### config.mk
export PLATFORM = sky130hd
export DESIGN_NAME = button_gesture_recognizer
export DESIGN_NICKNAME = d
export VERILOG_FILES = /design/src/bgr_pkg.sv /design/src/button_gesture_recognizer.sv
export SDC_FILE = /design/constraint.sdc
export NUM_CORES = 1
export LEC_CHECK = 0
export BUFFER_PORTS_ARGS = -buffer_cell sky130_fd_sc_hd__buf_4
export CAP_MARGIN = 20
export CORE_MARGIN = 2
export CORE_UTILIZATION = 50
export DETAILED_ROUTE_END_ITERATION = 10
export PLACE_DENSITY = 0.77
export REMOVE_ABC_BUFFERS = 1
export SETUP_SLACK_MARGIN = 0.4
export SYNTH_ARGS = -nofsm -noshare
export SYNTH_HDL_FRONTEND = slang
export SYNTH_SLANG_ARGS = --single-unit
### constraint.sdc
create_clock -name clock -period 7.2 [get_ports clock]
set_input_delay 1.08 -clock clock [delete_from_list [all_inputs] [get_ports clock]]
set_output_delay 1.08 -clock clock [all_outputs]
set_load 0.005 [all_outputs]
### src/bgr_pkg.sv
// Shared constants, codes and helper functions of the button gesture recognizer.
package bgr_pkg;

   localparam int unsigned TimeWidth   = 17;
   localparam int unsigned CfgWidth    = 16;
   localparam int unsigned DtWidth     = 8;
   localparam int unsigned CountWidth  = 8;
   localparam int unsigned CsrIdxWidth = 8;
   localparam int unsigned ReqDataWidth = 16;
   localparam int unsigned RspDataWidth = 8;

   typedef logic [TimeWidth-1:0]  time_type;
   typedef logic [CfgWidth-1:0]   cfg_type;
   typedef logic [DtWidth-1:0]    dt_type;
   typedef logic [CountWidth-1:0] count_type;
   typedef logic [2:0]            gesture_type;

   // Register indexes of the configuration port.
   localparam logic [CsrIdxWidth-1:0] CSR_DEBOUNCE     = 8'd0;
   localparam logic [CsrIdxWidth-1:0] CSR_PAIRING_HOLD = 8'd1;
   localparam logic [CsrIdxWidth-1:0] CSR_MOMENT_MIN   = 8'd2;
   localparam logic [CsrIdxWidth-1:0] CSR_CLICK_WINDOW = 8'd3;

   // Reset values of the configuration registers, in milliseconds.
   localparam cfg_type DEBOUNCE_RESET     = 16'd30;
   localparam cfg_type PAIRING_HOLD_RESET = 16'd5000;
   localparam cfg_type MOMENT_MIN_RESET   = 16'd800;
   localparam cfg_type CLICK_WINDOW_RESET = 16'd400;

   // Gesture codes.
   localparam gesture_type EV_NONE      = 3'd0;
   localparam gesture_type EV_SINGLE    = 3'd1;
   localparam gesture_type EV_QUADRUPLE = 3'd4;
   localparam gesture_type EV_PAIRING   = 3'd5;
   localparam gesture_type EV_MOMENT    = 3'd6;

   localparam count_type COUNT_MAX = 8'd255;

   // Adds the tick length to a timer and clamps at the largest 17-bit value.
   function automatic time_type sat_add(time_type a, dt_type b);
      logic [TimeWidth:0] sum;
      sum = {1'b0, a} + {{(TimeWidth-DtWidth+1){1'b0}}, b};
      return sum[TimeWidth] ? {TimeWidth{1'b1}} : sum[TimeWidth-1:0];
   endfunction

   // Maps a click count to its gesture; five or more clicks give no event.
   function automatic gesture_type count_to_event(count_type n);
      gesture_type ev;
      ev = EV_NONE;
      if (n >= count_type'(EV_SINGLE) && n <= count_type'(EV_QUADRUPLE)) begin
         ev = n[2:0];
      end
      return ev;
   endfunction

endpackage

### src/button_gesture_recognizer.sv
// Top level of the button gesture recognizer: debounce, gesture state machine, result.
//
//   Channel  Direction  Payload (lowest bit first)          Transaction when
//   req_     in         raw_level, elapsed_ms               req_tvalid && req_tready
//   rsp_     out        gesture                             rsp_tvalid && rsp_tready
//   csr_     in         csr_index, csr_data                 csr_valid && csr_ready
//
// The debounce and state update are one pass of adders and comparators from the state
// registers into the result register, seen the next cycle.
// A tick is taken whenever the result register is empty or drained in the same cycle,
// so back-to-back ticks run at one per clock; a result held by a low rsp_tready blocks ticks.
// Reset is synchronous, active high, loads the default timing registers and marks the
// debounce counter as settled on the released level; register writes apply to the next tick.
module button_gesture_recognizer (
   input  logic        clock,
   input  logic        reset,
   // Input tick stream.
   input  logic        req_tvalid,
   output logic        req_tready,
   input  logic [15:0] req_tdata,   // [0] raw_level, [8:1] elapsed_ms, [15:9] zero
   // Gesture result stream.
   output logic        rsp_tvalid,
   input  logic        rsp_tready,
   output logic [7:0]  rsp_tdata,   // [2:0] gesture, [7:3] zero
   // Configuration writes.
   input  logic        csr_valid,
   output logic        csr_ready,
   input  logic [7:0]  csr_index,
   input  logic [15:0] csr_data
);

   typedef enum logic [1:0] {
      PH_IDLE,
      PH_PRESSED,
      PH_WINDOW,
      PH_RELEASE_WAIT
   } phase_type;

   // Timing registers.
   bgr_pkg::cfg_type debounce_ff, debounce_in;
   bgr_pkg::cfg_type pairing_ff, pairing_in;
   bgr_pkg::cfg_type moment_ff, moment_in;
   bgr_pkg::cfg_type window_cfg_ff, window_cfg_in;

   // Gesture state.
   phase_type           phase_ff, phase_in;
   logic                filtered_ff, filtered_in;
   logic                last_raw_ff, last_raw_in;
   bgr_pkg::time_type   stable_ff, stable_in;
   bgr_pkg::time_type   press_ff, press_in;
   bgr_pkg::time_type   window_ff, window_in;
   bgr_pkg::count_type  click_ff, click_in;

   // Result register.
   logic                 rsp_valid_ff, rsp_valid_in;
   bgr_pkg::gesture_type rsp_gesture_ff, rsp_gesture_in;

   logic                 raw;
   bgr_pkg::dt_type      dt;
   logic                 req_fire;
   logic                 csr_fire;
   bgr_pkg::time_type    debounce_ext;
   bgr_pkg::time_type    press_sum;
   bgr_pkg::time_type    window_sum;
   bgr_pkg::gesture_type gesture;

   assign raw          = req_tdata[0];
   assign dt           = req_tdata[8:1];
   assign req_tready   = !rsp_valid_ff || rsp_tready;
   assign req_fire     = req_tvalid && req_tready;
   assign csr_ready    = 1'b1;
   assign csr_fire     = csr_valid && csr_ready;
   assign debounce_ext = {1'b0, debounce_ff};
   assign rsp_tvalid   = rsp_valid_ff;
   assign rsp_tdata    = {5'd0, rsp_gesture_ff};

   // Register file writes; an index past the last register is dropped.
   always_comb begin
      debounce_in   = debounce_ff;
      pairing_in    = pairing_ff;
      moment_in     = moment_ff;
      window_cfg_in = window_cfg_ff;
      if (csr_fire) begin
         unique case (csr_index)
            bgr_pkg::CSR_DEBOUNCE:     debounce_in   = csr_data;
            bgr_pkg::CSR_PAIRING_HOLD: pairing_in    = csr_data;
            bgr_pkg::CSR_MOMENT_MIN:   moment_in     = csr_data;
            bgr_pkg::CSR_CLICK_WINDOW: window_cfg_in = csr_data;
            default: ;
         endcase
      end
   end

   // One tick of debounce plus gesture phase update.
   always_comb begin
      last_raw_in = last_raw_ff;
      stable_in   = stable_ff;
      filtered_in = filtered_ff;
      phase_in    = phase_ff;
      press_in    = press_ff;
      window_in   = window_ff;
      click_in    = click_ff;
      gesture     = bgr_pkg::EV_NONE;
      press_sum   = bgr_pkg::sat_add(press_ff, dt);
      window_sum  = bgr_pkg::sat_add(window_ff, dt);

      // The stable counter only grows while short of the debounce time and
      // restarts on any change of the raw level.
      if (raw == last_raw_ff) begin
         if (stable_ff < debounce_ext) begin
            stable_in = bgr_pkg::sat_add(stable_ff, dt);
         end
      end else begin
         last_raw_in = raw;
         stable_in   = '0;
      end
      if (stable_in >= debounce_ext) begin
         filtered_in = last_raw_in;
      end

      unique case (phase_ff)
         PH_IDLE: begin
            if (filtered_in) begin
               click_in = bgr_pkg::count_type'(1);
               press_in = '0;
               phase_in = PH_PRESSED;
            end
         end
         PH_PRESSED: begin
            // The pairing check wins over a release on the same tick.
            press_in = press_sum;
            if (press_sum >= {1'b0, pairing_ff}) begin
               click_in = '0;
               press_in = {1'b0, pairing_ff};
               phase_in = PH_RELEASE_WAIT;
               gesture  = bgr_pkg::EV_PAIRING;
            end else if (!filtered_in) begin
               if (press_sum >= {1'b0, moment_ff}) begin
                  click_in = '0;
                  phase_in = PH_IDLE;
                  gesture  = bgr_pkg::EV_MOMENT;
               end else begin
                  window_in = '0;
                  phase_in  = PH_WINDOW;
               end
            end
         end
         PH_WINDOW: begin
            if (filtered_in) begin
               if (click_ff != bgr_pkg::COUNT_MAX) begin
                  click_in = click_ff + bgr_pkg::count_type'(1);
               end
               press_in = '0;
               phase_in = PH_PRESSED;
            end else begin
               window_in = window_sum;
               if (window_sum >= {1'b0, window_cfg_ff}) begin
                  gesture  = bgr_pkg::count_to_event(click_ff);
                  click_in = '0;
                  phase_in = PH_IDLE;
               end
            end
         end
         PH_RELEASE_WAIT: begin
            if (!filtered_in) begin
               phase_in = PH_IDLE;
            end
         end
         default: phase_in = PH_IDLE;
      endcase
   end

   // The result register fills on every accepted tick and empties when taken.
   always_comb begin
      rsp_valid_in   = rsp_valid_ff;
      rsp_gesture_in = rsp_gesture_ff;
      if (req_fire) begin
         rsp_valid_in   = 1'b1;
         rsp_gesture_in = gesture;
      end else if (rsp_tready) begin
         rsp_valid_in = 1'b0;
      end
   end

   always_ff @(posedge clock) begin
      if (reset) begin
         debounce_ff   <= bgr_pkg::DEBOUNCE_RESET;
         pairing_ff    <= bgr_pkg::PAIRING_HOLD_RESET;
         moment_ff     <= bgr_pkg::MOMENT_MIN_RESET;
         window_cfg_ff <= bgr_pkg::CLICK_WINDOW_RESET;
         phase_ff      <= PH_IDLE;
         filtered_ff   <= 1'b0;
         last_raw_ff   <= 1'b0;
         stable_ff     <= {1'b0, bgr_pkg::DEBOUNCE_RESET};
         press_ff      <= '0;
         window_ff     <= '0;
         click_ff      <= '0;
         rsp_valid_ff  <= 1'b0;
      end else begin
         debounce_ff   <= debounce_in;
         pairing_ff    <= pairing_in;
         moment_ff     <= moment_in;
         window_cfg_ff <= window_cfg_in;
         rsp_valid_ff  <= rsp_valid_in;
         if (req_fire) begin
            phase_ff    <= phase_in;
            filtered_ff <= filtered_in;
            last_raw_ff <= last_raw_in;
            stable_ff   <= stable_in;
            press_ff    <= press_in;
            window_ff   <= window_in;
            click_ff    <= click_in;
         end
      end
      rsp_gesture_ff <= rsp_gesture_in;
   end

`ifndef SYNTH
   // A pairing result always leaves the machine waiting for release.
   assert property (@(posedge clock) disable iff (reset)
      req_fire && gesture == bgr_pkg::EV_PAIRING |=> phase_ff == PH_RELEASE_WAIT)
      else $error("pairing did not move to release wait");

   // No clicks are pending once the machine is idle or waiting for release.
   assert property (@(posedge clock) disable iff (reset)
      phase_ff == PH_IDLE || phase_ff == PH_RELEASE_WAIT |-> click_ff == '0)
      else $error("click count left over outside a click sequence");

   // A press in progress always counts at least one click.
   assert property (@(posedge clock) disable iff (reset)
      phase_ff == PH_PRESSED || phase_ff == PH_WINDOW |-> click_ff != '0)
      else $error("click sequence with zero clicks");

   // Ticks are only held off by a full result register that is not drained.
   assert property (@(posedge clock) disable iff (reset)
      !req_tready |-> rsp_valid_ff && !rsp_tready)
      else $error("input stalled without a waiting result");
`endif

endmodule

After elaboration in Yosys (flattened, before gate mapping)
Index checks and enable logic that the tools add are counted.

Magnitude comparators: 7. Muxes and demuxes: 40. Multiply operators: 0. Shifts and indexed selects: 0. $add $sub $neg: 4. Bitwise gates (word level): 0. Div/mod/pow operators: 0. Eq/ne operators: 19. Reduce and logical (&&, ||, !) cells: 19.

Operator list (count): $mux W17 (11); $ge A17 B16 Y1 (4); $pmux W17 S2 (2); $mux W8 (7); $add A17 B8 Y18 (3); $pmux W8 S3 (1); $mux W3 (6); $lt A17 B16 Y1 (1); $eq A8 B2 Y1 const B (2); $mux W2 (7); $ne A2 B2 Y1 const B (6); $ne A3 B3 Y1 const B (4); $add A8 B1 Y8 const B (1); $eq A8 B1 Y1 const B (1); $ge A8 B1 Y1 const B (1); $le A8 B3 Y1 const B (1); $logic_not A8 Y1 (1); $ne A8 B8 Y1 const B (1); $pmux W2 S4 (1); $reduce_and A2 Y1 (4); $reduce_and A7 Y1 (1); $pmux W3 S2 (1); $reduce_and A6 Y1 (1); $reduce_bool A2 Y1 (3); 13 further kinds (18).

Memories: 0. Output and inout bits: 11. Bits of input ports: 45. Bits in writable memories: 0. Word-level logic and storage cells: 102. Bits in read-only memories: 0. Latch bits: 0. Register bits: 131.

Longest topological paths before layout
Gate-level depths: netlist of run 1.

Depth in word-level cells: 9. Depth in mapped cells: 25. Gate-level depth less buffers: 22.

Least setup slack after synthesis of run 1
Ideal clock, no wire load.

Kind: input port to flip-flop. Start point: input port req_tdata[1]. End point: register click_ff[2]. Setup time: 0.116 ns. Arrival: 5.574 ns. Required time: 7.084 ns. Path slack: 1.510 ns. Stages on the path: 21. Cells stage by stage: ha_1 -> fa_1 -> a21o_1 -> a21oi_1 -> nor2b_1 -> or3_1 -> o211ai_2 -> nor4_1 -> xnor2_1 -> nor2_1 -> ha_1 -> a21oi_1 -> o21ai_0 -> a2111oi_0 -> and3_1 -> o31a_1 -> o31ai_4 -> mux2i_2 -> mux2_4 -> or4_1 -> a31o_1.

Longest elaborated chain between the ends: 8. Elaborated cells between the ends (all ways): 22.

RTL lines: from (decl) (RTL line button_gesture_recognizer.sv:20) `input logic [15:0] req_tdata,`; $add A17 B8 Y18 * (RTL line bgr_pkg.sv:42) `sum = {1'b0, a} + {{(TimeWidth-DtWidth+1){1'b0}}, b};`; $mux W17 * (RTL line bgr_pkg.sv:43) `return sum[TimeWidth] ? {TimeWidth{1'b1}} : sum[TimeWidth-1:0];`; $mux W17 * (RTL line button_gesture_recognizer.sv:110) `if (stable_ff < debounce_ext) begin`; $mux W17 * (RTL line button_gesture_recognizer.sv:109) `if (raw == last_raw_ff) begin`; via stable_in[12] (RTL line button_gesture_recognizer.sv:49) `bgr_pkg::time_type stable_ff, stable_in;`; $ge A17 B16 Y1 * (RTL line button_gesture_recognizer.sv:117) `if (stable_in >= debounce_ext) begin`; $mux W1 * (RTL line button_gesture_recognizer.sv:117); $ne A3 B3 Y1 (no line) (tied with other cells); $reduce_and A7 Y1 (no line) or $pmux W8 S3 (tied branches); to (signal assigned) (RTL line button_gesture_recognizer.sv:212) `click_ff <= click_in;`; to (decl) (RTL line button_gesture_recognizer.sv:52) `bgr_pkg::count_type click_ff, click_in;`.

Mark *: on every way through the listed nets, which the timed path passes. The rest lies on a longest branch. A chain may end at the register's enable or synchronous reset.

Final worst setup path of run 1
Start point: input port req_tdata[1]. End point: register press_ff[5].

Longest elaborated chain between the ends: 8. Elaborated cells between the ends (all ways): 13.

RTL lines: $add A17 B8 Y18 (RTL line bgr_pkg.sv:42); $mux W17 (RTL line bgr_pkg.sv:43); $mux W17 (RTL line button_gesture_recognizer.sv:110); $mux W17 (RTL line button_gesture_recognizer.sv:109); via stable_in[10] (RTL line button_gesture_recognizer.sv:49); $ge A17 B16 Y1 (RTL line button_gesture_recognizer.sv:117); $mux W1 (RTL line button_gesture_recognizer.sv:117); $ne A2 B1 Y1 (no line); $reduce_and A3 Y1 (no line); to (signal assigned) (RTL line button_gesture_recognizer.sv:210) `press_ff <= press_in;`; to (decl) (RTL line button_gesture_recognizer.sv:50) `bgr_pkg::time_type press_ff, press_in;`.

The timed path passes the listed nets, and every way through them passes these cells.

==> reports/summary.txt, run 1 <==
Design Area, Final: 0.0103 mm²
Synthesized netlist cell count: 1174
Core area: 0.0179 mm²
Pin count of the biggest net entering global routing: 61
CTS Buf Count: 17
Insertion delay to the later sink of the worst-skew pair: 0.43 ns
Cell chain of the critical path: buf_4, ha_1, fa_1, a21o_1, a21oi_1, nor2b_1, or3_1, o211ai_2, nor4_1, xnor2_1, nor2_1, ha_1, a21oi_1, o21ai_0, a2111oi_0, and3_1, o31a_1, o31ai_4, mux2i_2, mux2i_1, nand2_1, buf_4, mux2i_1
Hold buffers post-CTS: 0
Initial drt markers: 625
Wirelength per Cell: 16.2 µm
Storage cell area: 0.00265 mm²
Status: complete, no violations
Initial antenna violation count: 0
Setup TNS: 0 ns
Filler Cell Count: 1652
Crit path time final: 6.05 ns
Fmax: 165 MHz
Unrepaired setup endpoints after global routing: no
GRT overflow: 0
Highest net fanout along the worst path: 10
Starting density of the core: 50.9%
CTS root buf: clkbuf_16
Multi-input gate area: 0.00592 mm²
Max-slew violations: 0
Leading area contributor after synthesis: dfxtp_1
CP required: 7.55 ns
CP Buf/Inv Count: 2
H-tree depth: 4
Synth top area share: 28.1%
Clk slew on worst S/H paths: 0.06 ns
Vias: 8388
Layout cells sized above 1: 9.66%
DP Area: 0.00958 mm²
Setup CP Type: primary input to register
Peak VDD IR: 0.000176 V
Tot GR Track Use: 24.3%
TritonCTS Sinks: 131
CP startpoint kind: primary input
DR DRC count: 0
Final clock skew: 0.0107 ns
DR vias/cell: 5.83
Main synth FF type: dfxtp_1
Fin crit share: 84.0%
Post-CTS sizing: 0
Die H: 139 µm
Post-CTS Setup Repair Bufs: 0
Synth unique cells: 80
Clk buf depth: 2
P_leak: 0.00437 µW
Synth Cell Area: 0.00911 mm²
Final wirelength: 23.4 mm
Final setup viols: 0
I/O Buffers: 42
Antenna Cells: 0
Area Growth Syn to Fin: 12.9%
Main area contributors after synthesis: dfxtp_1, ha_1, nand2_1, a21oi_1, inv_1
Worst Hold Class: register to register
Post-synth EDFFs: 3
Arr. time, crit path: 6.39 ns
Final Hold Fails: 0
Ys async rst share: 0%
Tightest Pin Transition: 0.941 ns
# nets final: 1359
Row cnt: 49
Drt pass-1 iters: 7
Die ar.: 0.0193 mm²
Final ANT Viol Nets: 0
Crit path max-delay family: compound AO/OA/AOI/OAI gates
Relative slew slack: 37.2%
Post-synthesis sequential area ratio: 29.1%
IO Count: 56
Synth warn: 0
Final Util: 57.5%
First-pass GRT wire length: 38.2 mm
Max_cap viols: 0
CP max stage delay: 0.48 ns
Synth Register Bits: 131
Number of global-route vias before repair: 7829
Synthesized area per cell: 7.76 µm²
Crit end category: register
Slowest CP cell: mux2i_2
Die width: 139 µm
CTS tree: yes
Pwr Density: 215 mW/mm²
Hpwl dp: 17.1 mm
Routability congestion estimate: 0.869
==> layout make-up <==
cell class | instances | area share, %
flip-flops and latches | 131 | 25.8
repair buffers | 55 | 4.01
clock buffers | 22 | 4.91
multi-input cells | 908 | 57.5
well taps | 229 | 2.79
inverters | 85 | 3.10
clock inverters | 10 | 1.86
==> final timing paths <==
| check | start | end | slack, ns | cells past startpoint |
|---|---|---|---|---|
| worst max-delay path | req_tdata[1] | press_ff[5]$_SDFFE_PP0P_ | 1.15 | 23 |
| worst min-delay path | window_cfg_ff[1]$_SDFFE_PP0P_ | window_cfg_ff[1]$_SDFFE_PP0P_ | 0.45 | 2 |
| worst max register to register | stable_ff[15]$_SDFFE_PP0P_ | press_ff[5]$_SDFFE_PP0P_ | 1.26 | 23 |
| worst min register to register | window_cfg_ff[1]$_SDFFE_PP0P_ | window_cfg_ff[1]$_SDFFE_PP0P_ | 0.45 | 2 |
==> cell usage in the layout, fill, tap and decap left out, drive strengths merged, types with 6 or more instances in the layout <==
master / Yosys / layout
o21ai: 39 / 39
conb: 2 / 6
mux2i: 26 / 26
nand4: 8 / 8
and2: 7 / 7
nand2: 239 / 239
dfxtp: 128 / 128
mux2: 7 / 7
nor4: 6 / 6
ha: 113 / 113
or3: 8 / 8
nand2b: 9 / 9
o31ai: 9 / 9
o21a: 6 / 6
o211ai: 24 / 24
a21oi: 126 / 126
nand3: 36 / 36
clkbuf: 38 / 22
nor2b: 20 / 20
and3: 13 / 13
a211oi: 13 / 13
or2: 6 / 6
a21o: 9 / 9
buf: 16 / 55
nor3: 12 / 12
xor2: 18 / 18
nor2: 63 / 63
xnor2: 12 / 12
inv: 84 / 85
a31oi: 8 / 8
==> layer usage <==
| metal | vias up | wire (µm) | track usage, % |
|---|---|---|---|
| met1 | 3962 | 10600 | 32.8 |
| met5 | - | 0 | 0 |
| li1 | 4144 | - | - |
| met3 | 29 | 1440 | 4.07 |
| met4 | 0 | 500 | 8.24 |
| met2 | 253 | 10800 | 39.6 |
==> cell families after synthesis <==
kind of cell             Yosys count  synth area share (%)
buffers and inverters            139                  6.13
AND/OR/NAND/NOR                  449                  22.8
AO/OA/AOI/OAI                    274                  19.0
other                              2                0.0824
adder cells (fa/ha/maj)          116                  16.2
multiplexers                      33                  3.80
flip-flops                       131                  29.1
XOR/XNOR                          30                  2.88
==> where the power goes <==
group | internal [µW] | switching, µW | leakage [µW]
clock | 675 | 335 | 0.000334
sequential | 742 | 14.3 | 0.00106
combinational | 176 | 270 | 0.00297
total | 1590 | 620 | 0.00437
==> worst register-to-register path, stage by stage (launching register included) <==
cell	delay, ns
dfxtp_1	0.44
ha_1	0.31
a211oi_2	0.22
nand2_1	0.11
nor3_2	0.11
a21oi_1	0.08
a211o_1	0.56
nor4bb_1	0.36
buf_4	0.19
and3_1	0.22
xnor2_1	0.13
nor2_1	0.07
ha_1	0.31
nand2_1	0.05
o21ai_0	0.27
a2111oi_0	0.11
and3_1	0.21
o31a_1	0.33
o31ai_4	0.08
mux2i_2	0.52
mux2i_1	0.28
nand2_1	0.45
buf_4	0.25
mux2i_1	0.21
==> registers in the layout, summed over array words and instances, names as in the netlist <==
signal          count
filtered_ff         1
pairing_ff         16
debounce_ff        16
window_cfg_ff      16
rsp_gesture_ff      3
phase_ff            2
rsp_tvalid          1
click_ff            8
stable_ff          17
moment_ff          16
window_ff          17
last_raw_ff         1
press_ff           17
==> synth_stat cells, types with 12 or more instances <==
master    number
nand2_1      239
dfxtp_1      128
a21oi_1      126
ha_1         113
inv_1         84
nor2_1        62
clkbuf_1      38
o21ai_0       37
nand3_1       36
mux2i_1       25
o211ai_1      23
nor2b_1       20
xor2_1        18
and3_1        13
xnor2_1       12
==> per-stage QoR <==
step	power [µW]	instances	hold WS [ns]	worst slack, ns
detailed placement	1210	1407	0.444	0.845
floorplan	1070	1124	0.426	1.22
global placement	1200	1407	0.438	0.849
global route	2300	1440	0.464	0.821
CTS	2220	1439	0.451	1.21
finish	2210	1440	0.448	1.15
Note: power is estimated with default switching activity, not from simulation.
==> run 2, diff against run 1 <==
- clock period: 7.2 -> 6.35 ns (I/O delays scaled with it)
==> run 2 against run 1 <==
Against the previous run:
- worst setup slack worse by 0.45 ns
- via count is 1.5% lower
- worst hold slack hardly changed
- flip-flop and latch count stayed put
- die area stayed put
- critical path depth is 1 lower
- final area is 0.47% lower
- sequential power is 13% higher
- critical path type unchanged
- combinational power is 18% higher
- clock-buffer cell count is 1 lower
- clock skew is 0.0016 ns higher
- routed wire length is 0.24% lower
==> reports/summary.txt, run 2 (synthesized netlist as in run 1, its figures left out) <==
Row cnt: 49
Die H: 139 µm
Die width: 139 µm
H-tree depth: 4
Arr. time, crit path: 5.97 ns
Pwr Density: 229 mW/mm²
CTS Buf Count: 17
GRT overflow: 0
IO Count: 56
Vias: 8264
Worst Hold End: debounce_ff[6]$_SDFFE_PP0P_
Wirelength per Cell: 16.1 µm
Clk slew on worst S/H paths: 0.06 ns
CP required: 6.67 ns
Worst hold slack: 0.448 ns
Hold buffers post-CTS: 0
Worst Hold Class: register to register
Number of global-route vias before repair: 7705
Final Util: 57.2%
Fin crit share: 89.0%
Crit end category: register
Most frequent cells in the layout: nand2_1, dfxtp_1, a21oi_1, ha_1, inv_1
Fmax: 177 MHz
Hold Path Stages: 2
Routability congestion estimate: 0.873
Setup TNS: 0 ns
Max_cap viols: 0
Peak VDD IR: 0.000212 V
R2r startpoint: debounce_ff[15]$_SDFFE_PP0P_
Commonest non-fill, non-tap cell in the layout: nand2_1
Final ANT Viol Nets: 0
Post-CTS Setup Repair Bufs: 0
Clk buf depth: 2
Initial antenna violation count: 0
P_leak: 0.00434 µW
TritonCTS Sinks: 131
CTS root buf: clkbuf_16
Setup CP Type: primary input to register
Starting density of the core: 50.9%
Initial drt markers: 651
Highest net fanout along the worst path: 9
Max-slew violations: 0
Crit path time final: 5.65 ns
CP max stage delay: 0.51 ns
Unrepaired setup endpoints after global routing: no
CP startpoint kind: primary input
Worst hold path startpoint: debounce_ff[6]$_SDFFE_PP0P_
Core area: 0.0179 mm²
R2R setup slack: 0.78 ns
Final Hold Fails: 0
Drt pass-1 iters: 7
Filler Cell Count: 1606
Relative slew slack: 36.1%
Pin count of the biggest net entering global routing: 62
Final wirelength: 23.3 mm
Status: complete, no violations
Insertion delay to the later sink of the worst-skew pair: 0.43 ns
Design Area, Final: 0.0102 mm²
DR DRC count: 0
Hpwl dp: 17.0 mm
Post-CTS sizing: 0
Antenna Cells: 0
DR vias/cell: 5.71
Slowest CP cell: or4_1
Tightest Pin Transition: 0.958 ns
I/O Buffers: 42
Cell chain of the critical path: buf_4, ha_1, fa_1, a21o_1, a21oi_1, nor2b_1, or3_1, o211ai_2, buf_4, or2_2, xnor2_1, and2_1, ha_1, and4_1, o21ai_0, and3_1, o31a_1, o31ai_4, mux2i_4, mux2_4, or4_1, a31o_1
Final setup viols: 0
DP Area: 0.00964 mm²
Area Growth Syn to Fin: 12.4%
End of the worst register-to-register path: click_ff[2]$_SDFFE_PP0P_
CTS tree: yes
Final clock skew: 0.0122 ns
Layout cells sized above 1: 10.3%
R2R cell count: 22
First-pass GRT wire length: 37.5 mm
Tot GR Track Use: 23.8%
Largest regs: press_ff: 17 flops, stable_ff: 17 flops, window_ff: 17 flops
Die ar.: 0.0193 mm²
# nets final: 1366
run 2: changes by cell type in the layout (fill, tap and decap cells not counted), moves of 2 or more:
cell / before / now
bufinv_16: 5 / 1
clkinvlp_4: 2 / 5
buf_4: 55 / 62
clkinv_2: 0 / 2
run 2: worst max path at each step:
stage                                 startpoint                  endpoint  slack, ns
finish                              req_tdata[1]  click_ff[2]$_SDFFE_PP0P_       0.70
global route                        req_tdata[1]  click_ff[2]$_SDFFE_PP0P_       0.42
CTS                 debounce_ff[15]$_SDFFE_PP0P_  click_ff[2]$_SDFFE_PP0P_       0.46
detailed placement                  req_tdata[2]  click_ff[2]$_SDFFE_PP0P_       0.05
global placement                    req_tdata[2]  click_ff[2]$_SDFFE_PP0P_       0.14
floorplan                           req_tdata[1]  press_ff[0]$_SDFFE_PP0P_       0.50
run 2: per-stage QoR:
step | cells | power, µW | setup WS, ns
floorplan | 1124 | 1210 | 0.498
global placement | 1414 | 1370 | 0.137
detailed placement | 1414 | 1380 | 0.0496
CTS | 1446 | 2340 | 0.464
global route | 1447 | 2430 | 0.420
finish | 1447 | 2340 | 0.699
run 2: cell type report:
class                   count  area, µm²  area share, %
clock inverters            11        104           1.01
well taps                 229        287           2.80
flip-flops and latches    131       2650           25.9
repair buffers             62        465           4.55
inverters                  85        319           3.12
multi-input cells         908       5940           58.0
clock buffers              21        470           4.59
run 2: power breakdown:
group | switching, µW | total, µW | internal [µW]
sequential | 16.4 | 857 | 841
combinational | 312 | 527 | 215
clock | 389 | 959 | 570
run 2: critical path: cells and delay by family:
kind                       cells  cell delay (ns)
xor gates and xnor gates       1             0.06
muxes                          2             0.80
adders and majority gates      3             0.95
and+or+nand+nor                7             1.66
buffers and inverters          2             0.32
AOI/OAI and AO/OA              7             1.23
run 2: routing by layer:
metal | GRT usage, % | vias to the layer above | wire length (µm)
met5 | 0 | - | 0
met4 | 6.75 | 0 | 363
met3 | 3.59 | 23 | 1160
met2 | 39.5 | 205 | 10700
met1 | 32.4 | 3886 | 11100
li1 | - | 4150 | -
==> run 3, diff against run 2 <==
==> constraint.sdc (replaced) <==
create_clock -name clock -period 6.35 [get_ports clock]
set_input_delay 1.27 -clock clock [delete_from_list [all_inputs] [get_ports clock]]
set_output_delay 1.27 -clock clock [all_outputs]
set_load 0.1 [all_outputs]
==> run 3 against run 2 <==
Against the previous run:
- flip-flop and latch count stayed put
- fmax is 2.9% lower
- clock-buffer cell count is 2 lower
- final cell count is 1.3% higher
- worst hold slack hardly changed
==> reports/summary.txt, run 3 (synthesized netlist as in run 1, its figures left out) <==
Unrepaired setup endpoints after global routing: no
Clk buf depth: 2
P_leak: 0.00441 µW
Tot GR Track Use: 24.4%
I/O Buffers: 42
First-pass GRT wire length: 38.5 mm
Final Util: 57.9%
Wirelength per Cell: 16.3 µm
Core area: 0.0179 mm²
GRT overflow: 0
Worst Hold Class: register to register
Routability congestion estimate: 0.860
Final setup viols: 0
Max_cap viols: 0
R2r startpoint: debounce_ff[15]$_SDFFE_PP0P_
Hpwl dp: 17.2 mm
Setup TNS: 0 ns
Pwr Density: 227 mW/mm²
Insertion delay to the later sink of the worst-skew pair: 0.43 ns
Die width: 139 µm
Most frequent cells in the layout: nand2_1, dfxtp_1, a21oi_1, ha_1, inv_1
Final clock skew: 0.00671 ns
Highest net fanout along the worst path: 4
End of the worst register-to-register path: phase_ff[1]$_SDFFE_PP0P_
DR DRC count: 0
Fin crit share: 91.6%
CP startpoint kind: primary input
Fmax: 172 MHz
CTS Buf Count: 17
H-tree depth: 4
CTS tree: yes
Final Hold Fails: 0
Arr. time, crit path: 6.13 ns
DP Area: 0.00976 mm²
Final wirelength: 23.8 mm
Largest regs: press_ff: 17 flops, stable_ff: 17 flops, window_ff: 17 flops
Vias: 8399
Filler Cell Count: 1598
CTS root buf: clkbuf_16
Pin count of the biggest net entering global routing: 63
Relative slew slack: 33.9%
Die ar.: 0.0193 mm²
DR vias/cell: 5.73
Tightest Pin Transition: 0.992 ns
IO Count: 56
Drt pass-1 iters: 9
Peak VDD IR: 0.000203 V
Crit path time final: 5.82 ns
Row cnt: 49
Worst Setup EP: phase_ff[1]$_SDFFE_PP0P_
Worst Setup SP: req_tdata[1]
Die H: 139 µm
Status: complete, no violations
Setup CP Type: primary input to register
Clk slew on worst S/H paths: 0.06 ns
CP required: 6.66 ns
R2R cell count: 25
# nets final: 1385
Starting density of the core: 50.9%
Crit end category: register
Antenna Cells: 0
Final Power: 2350 µW
Commonest non-fill, non-tap cell in the layout: nand2_1
Area Growth Syn to Fin: 13.8%
Initial drt markers: 728
Hold buffers post-CTS: 0
R2R setup slack: 0.73 ns
Max-slew violations: 0
Initial antenna violation count: 0
Design Area, Final: 0.0104 mm²
TritonCTS Sinks: 131
Final ANT Viol Nets: 0
Number of global-route vias before repair: 7852
Layout cells sized above 1: 12.2%
run 3: cell types whose count changed in the layout (fill, tap and decap cells not counted), sizes merged:
cell,before,now
buf,62,81
bufinv,1,0
clkbuf,21,19
clkinv,5,9
clkinvlp,5,4
run 3: layer usage:
metal / track usage [%] / share of wire [%] / vias up
li1: - / - / 4200
met1: 33.0 / 46 / 3907
met2: 39.6 / 46 / 262
met3: 4.45 / 6.4 / 30
met4: 7.66 / 2.0 / 0
met5: 0 / 0 / -
run 3: cell type report:
cell class                      instances  area [µm²]  share of cell area [%]
Multi-Input combinational cell        908        5960                    57.5
Sequential cell                       131        2650                    25.6
Timing Repair Buffer                   81         608                    5.86
Clock buffer                           19         453                    4.37
Inverter                               85         319                    3.08
Tap cell                              229         287                    2.76
Clock inverter                         13        86.3                   0.833
run 3: worst min-delay path by stage:
stage	start	endpoint	depth (start not counted)
finish	debounce_ff[8]$_SDFFE_PP0P_	debounce_ff[8]$_SDFFE_PP0P_	2
global route	debounce_ff[6]$_SDFFE_PP0P_	debounce_ff[6]$_SDFFE_PP0P_	2
CTS	debounce_ff[8]$_SDFFE_PP0P_	debounce_ff[8]$_SDFFE_PP0P_	2
detailed placement	moment_ff[2]$_SDFFE_PP0P_	moment_ff[2]$_SDFFE_PP0P_	2
global placement	moment_ff[7]$_SDFFE_PP0P_	moment_ff[7]$_SDFFE_PP0P_	2
floorplan	debounce_ff[10]$_SDFFE_PP0P_	debounce_ff[10]$_SDFFE_PP0P_	2
run 3: critical path, stage by stage:
cell       delay (ns)
buf_4            0.13
ha_1             0.22
fa_2             0.35
a21o_1           0.20
a21oi_2          0.15
nor2b_1          0.07
or3_1            0.37
o211ai_2         0.12
buf_4            0.15
or2_2            0.11
xnor2_1          0.06
and2_1           0.18
ha_1             0.30
nand2_1          0.07
nor2_1           0.04
a2111oi_1        0.35
and3_1           0.25
o31a_1           0.19
o31ai_4          0.11
mux2i_4          0.22
buf_4            0.16
buf_4            0.14
or4_4            0.49
nand2_2          0.10
mux2_2           0.33
run 3: through the flow:
step / hold slack (ns) / cells / setup WS, ns
floorplan: 0.426 / 1124 / 0.181
global placement: 0.439 / 1430 / 0.121
detailed placement: 0.444 / 1430 / 0.0171
CTS: 0.452 / 1462 / 0.402
global route: 0.465 / 1466 / 0.278
finish: 0.449 / 1466 / 0.531
run 3: what timing repair did:
item	4_1_cts	5_1_grt
buffers inserted	0	3
gates resized for setup	0	12
endpoints found under the setup margin	0	46
endpoints found under the hold margin	0	0
run 3: power by group:
group / switching [µW] / total (µW) / leakage [µW] / internal [µW]
combinational: 351 / 593 / 0.00309 / 242
clock: 386 / 902 / 0.000261 / 516
sequential: 16.8 / 858 / 0.00106 / 841
total: 753 / 2350 / 0.00441 / 1600
